### src/rtl/bsfd_pkg.sv
// Shared constants and result type for the byte-stuffed frame decoder.
package bsfd_pkg;

  localparam logic [7:0] DELIM     = 8'hC0;
  localparam logic [7:0] ESC       = 8'hDD;
  localparam logic [7:0] ESC_DELIM = 8'hDC;
  localparam logic [7:0] ESC_ESC   = 8'hDB;

  localparam int unsigned LenWidth = 10;
  localparam int unsigned LenMax   = 1023;

  localparam logic KIND_DATA = 1'b0;
  localparam logic KIND_END  = 1'b1;

  typedef struct packed {
    logic                kind;
    logic [7:0]          data_byte;
    logic [LenWidth-1:0] frame_length;
    logic                overflow;
  } result_t;

endpackage

### src/rtl/byte_stuffed_frame_decoder.sv
// Byte-stuffed frame decoder: hunts for delimiters, unescapes body bytes, reports frame end.
//
//   channel  | handshake                    | word
//   ---------+------------------------------+------------------------------------------
//   input    | in_valid_i / in_stall_o      | rx_byte_i
//   output   | out_valid_o / out_stall_i    | kind_o, data_byte_o, frame_length_o, overflow_o
//
// One word is taken every cycle while in_stall_o is low; any result is registered.
// The decode state is three flags and two counters updated in the accept cycle.
// An output register plus one skid register decouple the two sides, so a word is
// still taken while one result waits; in_stall_o rises only when both are full.
// Reset clears the decode state and both valid flags; no clearing pass is needed.
module byte_stuffed_frame_decoder
  import bsfd_pkg::*;
#(
  parameter int unsigned MAX_RAW_LEN = 512
) (
  input  logic                clk_i,
  input  logic                rst_ni,
  input  logic                in_valid_i,
  output logic                in_stall_o,
  input  logic [7:0]          rx_byte_i,
  output logic                out_valid_o,
  input  logic                out_stall_i,
  output logic                kind_o,
  output logic [7:0]          data_byte_o,
  output logic [LenWidth-1:0] frame_length_o,
  output logic                overflow_o
);

  localparam int unsigned CntWidth = $clog2(MAX_RAW_LEN + 1);
  localparam logic [CntWidth-1:0] CntMax = CntWidth'(MAX_RAW_LEN);

  logic                frame_open_q, frame_open_d;
  logic                esc_pend_q, esc_pend_d;
  logic [CntWidth-1:0] raw_cnt_q, raw_cnt_d;
  logic [CntWidth-1:0] dec_cnt_q, dec_cnt_d;
  logic                ovf_q, ovf_d;

  logic    accept;
  logic    res_valid;
  result_t res;
  logic    emit_data;
  logic [7:0] emit_byte;
  logic [31:0] dec_ext;

  result_t out_q, skid_q;
  logic    out_valid_q, skid_valid_q;
  logic    out_ready;

  assign accept    = in_valid_i && !skid_valid_q;
  assign in_stall_o = skid_valid_q;
  assign dec_ext   = 32'(dec_cnt_q);

  always_comb begin
    frame_open_d = frame_open_q;
    esc_pend_d   = esc_pend_q;
    raw_cnt_d    = raw_cnt_q;
    dec_cnt_d    = dec_cnt_q;
    ovf_d        = ovf_q;
    res_valid    = 1'b0;
    emit_data    = 1'b0;
    emit_byte    = rx_byte_i;
    res          = '0;

    if (!frame_open_q) begin
      if (rx_byte_i == DELIM) begin
        frame_open_d = 1'b1;
        esc_pend_d   = 1'b0;
        raw_cnt_d    = '0;
        dec_cnt_d    = '0;
        ovf_d        = 1'b0;
      end
    end else if (rx_byte_i == DELIM) begin
      // Delimiters before the first body byte are skipped.
      if (raw_cnt_q != '0 || ovf_q) begin
        res_valid        = 1'b1;
        res.kind         = KIND_END;
        res.frame_length = (dec_ext > LenMax) ? LenWidth'(LenMax)
                                              : dec_ext[LenWidth-1:0];
        res.overflow     = ovf_q;
        frame_open_d     = 1'b0;
        esc_pend_d       = 1'b0;
        raw_cnt_d        = '0;
        dec_cnt_d        = '0;
        ovf_d            = 1'b0;
      end
    end else if (raw_cnt_q >= CntMax) begin
      ovf_d = 1'b1;
    end else begin
      raw_cnt_d = raw_cnt_q + 1'b1;
      if (esc_pend_q) begin
        esc_pend_d = 1'b0;
        if (rx_byte_i == ESC_DELIM) begin
          emit_data = 1'b1;
          emit_byte = DELIM;
        end else if (rx_byte_i == ESC_ESC) begin
          emit_data = 1'b1;
          emit_byte = ESC;
        end
      end else if (rx_byte_i == ESC) begin
        esc_pend_d = 1'b1;
      end else begin
        emit_data = 1'b1;
      end
    end

    if (emit_data) begin
      res_valid     = 1'b1;
      res.kind      = KIND_DATA;
      res.data_byte = emit_byte;
      if (dec_cnt_q < CntMax) begin
        dec_cnt_d = dec_cnt_q + 1'b1;
      end
    end
  end

  always_ff @(posedge clk_i or negedge rst_ni) begin
    if (!rst_ni) begin
      frame_open_q <= 1'b0;
      esc_pend_q   <= 1'b0;
      raw_cnt_q    <= '0;
      dec_cnt_q    <= '0;
      ovf_q        <= 1'b0;
    end else if (accept) begin
      frame_open_q <= frame_open_d;
      esc_pend_q   <= esc_pend_d;
      raw_cnt_q    <= raw_cnt_d;
      dec_cnt_q    <= dec_cnt_d;
      ovf_q        <= ovf_d;
    end
  end

  // Output register with a skid word behind it.
  assign out_ready = !out_valid_q || !out_stall_i;

  always_ff @(posedge clk_i or negedge rst_ni) begin
    if (!rst_ni) begin
      out_valid_q  <= 1'b0;
      skid_valid_q <= 1'b0;
    end else begin
      if (skid_valid_q) begin
        if (out_ready) begin
          out_valid_q  <= 1'b1;
          skid_valid_q <= 1'b0;
        end
      end else if (out_ready) begin
        out_valid_q <= accept && res_valid;
      end else if (accept && res_valid) begin
        skid_valid_q <= 1'b1;
      end
    end
  end

  always_ff @(posedge clk_i) begin
    if (skid_valid_q) begin
      if (out_ready) begin
        out_q <= skid_q;
      end
    end else if (out_ready) begin
      if (accept && res_valid) begin
        out_q <= res;
      end
    end else if (accept && res_valid) begin
      skid_q <= res;
    end
  end

  assign out_valid_o    = out_valid_q;
  assign kind_o         = out_q.kind;
  assign data_byte_o    = out_q.data_byte;
  assign frame_length_o = out_q.frame_length;
  assign overflow_o     = out_q.overflow;

endmodule
### config.mk
export PLATFORM = sky130hd
export DESIGN_NAME = byte_stuffed_frame_decoder
export DESIGN_NICKNAME = d
export VERILOG_FILES = /design/src/rtl/bsfd_pkg.sv /design/src/rtl/byte_stuffed_frame_decoder.sv
export SDC_FILE = /design/constraint.sdc
export NUM_CORES = 1
export LEC_CHECK = 0
export BUFFER_PORTS_ARGS = -buffer_cell sky130_fd_sc_hd__buf_2
export CAP_MARGIN = 15
export CORE_ASPECT_RATIO = 1.2
export CORE_UTILIZATION = 40
export DETAILED_ROUTE_END_ITERATION = 6
export PLACE_DENSITY = 0.61
export SLEW_MARGIN = 30
export SYNTH_ARGS = -nofsm -noshare
export SYNTH_HDL_FRONTEND = slang
export SYNTH_SLANG_ARGS = --single-unit
### constraint.sdc
create_clock -name clk_i -period 4.7 [get_ports clk_i]
set_input_delay 0.94 -clock clk_i [delete_from_list [all_inputs] [get_ports clk_i]]
set_output_delay 0.94 -clock clk_i [all_outputs]
set_load 0.01 [all_outputs]
==> results.toml <==
[synthesis]
async_reset_ff_share_pct = 38.5
synth.area.top_cells = "edfxtp_1 (39%), dfrtp_1 (21%), mux2_2 (7.0%), and2_1 (3.1%), nand3_1 (2.1%)"
ys_warn_count = 0
synth-seq-cells = 65
synth-edff-count = 40
synth_top_area_cell = "edfxtp_1"
synth_cells = 252
syn_area_um2 = 3040
syn_nets = 267
ys_types = 45
ys.flop_type = "edfxtp_1"
netlist.area_leader.share_pct = 39.5
synthTopCellsByCount = "edfxtp_1 (40), dfrtp_1 (25), mux2_2 (19)"
syn_area_per_cell_um2 = 12.1
seq_area_frac_synth_pct = 60.0
yosysMostFrequentCell = "edfxtp_1"

[grt]
grt_pass1_vias = 2082
use_met1_pct = 22.4
grt_pass1_wl_mm = 9.95
grt_use_met2_pct = 25.1
antenna_found_initial = 0
busiest_layer = "met2"
use_met3_pct = 4.51
grtUsageTotal_pct = 16.5
grt-ovfl-total = 0
grt_max_degree = 26

[worst_setup_path]
critPathMaxFanout = 21
arrival_ps = 3350
slowest_delay_ps = 670
r2r_start = "frame_open_q"
r2r-end = "frame_length_o[9]"
cp-start-kind = "input port"
reg2reg_slack_ps = 1870
worst_path_max_delay_cell = "and4b_1"
cp_cell_sequence = "buf_2, nand3b_1, o311ai_0, and4b_1, o21ai_0, a21boi_2, buf_4"
cp-end-kind = "register"
path_class = "in2reg"
critPathRequiredTime_ps = 4720
r2r_cells = 6

[timing]
period_share_pct = 70.9
rsz0062_at_grt = "no"
fin_skew_ps = 10.7
holdWs_ps = 534
fmax_ghz = 0.300
worst_pin_slew_ps = 816
final_hold_viol_count = 0
fin_setup_tns_ps = 0
setup_viol = 0
worst_slack_ps = 1370
slew-limit-headroom_pct = 45.5
drv_slew = 0
final.min_clock_period_ps = 3330

[floorplan]
initial_core_util_pct = 41.6
die_area_um2 = 7960
die_h_um = 97.6
fp.coreArea_um2 = 7320
design.portCount = 34
die_x_um = 81.6
rows = 34

[routing]
routed-via-count = 2110
firstDrtPassIters = 4
vias_per_cell = 5.45
first_iter_violations = 145
drt-total-wl_mm = 5.86
drt-wirelength-per-cell_um = 15.2
drc = 0
ant_nets = 0

[power_and_ir_drop]
power.density_nw_per_um2 = 342
power_switching_uw = 276
leakagePower_uw = 0.00141
seq_power_share_pct = 52.3
intPower_uw = 933
p_sw_share_pct = 22.8
pwr-share-comb_pct = 4.3
power_frac_clock_pct = 43.4
vdd_drop_max_v = 0.000208

[placed_design]
placed_area_um2 = 3320
gp_congestion = 0.761
port_buffers = 33
pre_cts_ws_ps = 1020
dp_hpwl_mm = 4.03

[clock_tree]
cts_setup_buffers = 0
clk_pin_slew_ps = 80
cts_buffers = 9
cts_root_buffer = "clkbuf_8"
cts_sinks = 65
insertion_delay_ps = 340
cts-htree-levels = 3
cts_resized = 0
ctsHoldBuffers = 0
cts_tree = "done"
clk_path_buf_depth = 2

[worst_hold_path]
worst_hold_path_type = "reg2reg"
min_from = "ovf_q"
worst_hold_path.endpoint = "ovf_q"
hold_path_depth = 2

[status]
status = "complete, no violations"

[flow_run]
cap_violations = 0

[finish]
area_growth_pct = 16.3
fillers = 665
fin_area_um2 = 3540
drive_gt1_share_pct = 25.3
num-nets-final = 307
antennaDiodeCount = 0
## layout by cell type (no fill, tap or decap), types with 4 or more instances in the layout
cell,count
edfxtp_1,40
buf_2,33
dfrtp_1,25
mux2_2,19
inv_1,16
and2_1,15
nor2_1,15
nand3_1,13
o21ai_0,13
nand2_1,12
clkbuf_8,9
and3_1,6
a21oi_1,6
nand4_1,5
o211ai_1,5
nor2b_1,4
nor4_1,4
nor3_1,4
xnor2_1,4
## worst max-delay path by stage
stage                             end          from  slack (ps)  depth (start not counted)
global route        frame_length_o[4]  rx_byte_i[5]        1100                          7
floorplan              data_byte_o[0]  rx_byte_i[5]         480                          6
global placement    frame_length_o[1]  rx_byte_i[5]        1140                          7
detailed placement  frame_length_o[0]  rx_byte_i[5]        1020                          7
CTS                 frame_length_o[6]  rx_byte_i[5]        1370                          7
finish              frame_length_o[9]  rx_byte_i[5]        1370                          7
## metrics by stage
step	power, uW	utilization (%)	cells
floorplan	672	-	252
global placement	695	45.4	371
detailed placement	697	45.4	371
CTS	1220	48.4	387
global route	1260	48.4	387
finish	1210	48.4	387
## area by class of cell
cell class | count | area (um2) | share of cell area (%)
Clock inverter | 7 | 95.1 | 2.69
Sequential cell | 65 | 1830 | 51.6
Timing Repair Buffer | 35 | 180 | 5.09
Clock buffer | 9 | 124 | 3.50
Tap cell | 90 | 113 | 3.18
Inverter | 16 | 60.1 | 1.70
Multi-Input combinational cell | 165 | 1140 | 32.2
## sequential cells by signal, indices dropped and copies added (netlist names)
register / flops
skid_q: 20
data_byte_o: 8
esc_pend_q: 1
ovf_q: 1
frame_open_q: 1
frame_length_o: 10
kind_o: 1
overflow_o: 1
raw_cnt_q: 10
out_valid_o: 1
dec_cnt_q: 10
in_stall_o: 1
## logic make-up after synthesis
group | share of synthesized area [%]
AO/OA/AOI/OAI | 9.82
multiplexers | 7.36
XOR/XNOR | 1.15
AND/OR/NAND/NOR | 17.6
buffers and inverters | 2.79
flip-flops | 60.0
adder cells (fa/ha/maj) | 1.23
## layer usage
layer  vias up  share of wire [%]
met1      1040                 47
met4         0                1.4
met2        40                 49
li1       1022                  -
met5         -                  0
met3         8                3.0
## power by group through the flow
stage               logic, uW  registers, uW  clock network [uW]
floorplan                31.4            640                   0
global placement         51.0            644                   0
CTS                      52.8            632                 536
finish                   51.9            632                 525
detailed placement       52.6            644                   0
global route             61.2            635                 559
## worst max-delay path: cells and delay by family
family	cells	cell delay [ps]
simple gates	2	1070
buf+inv	2	390
compound gates	3	940
Power figures use the tool's default switching activity.
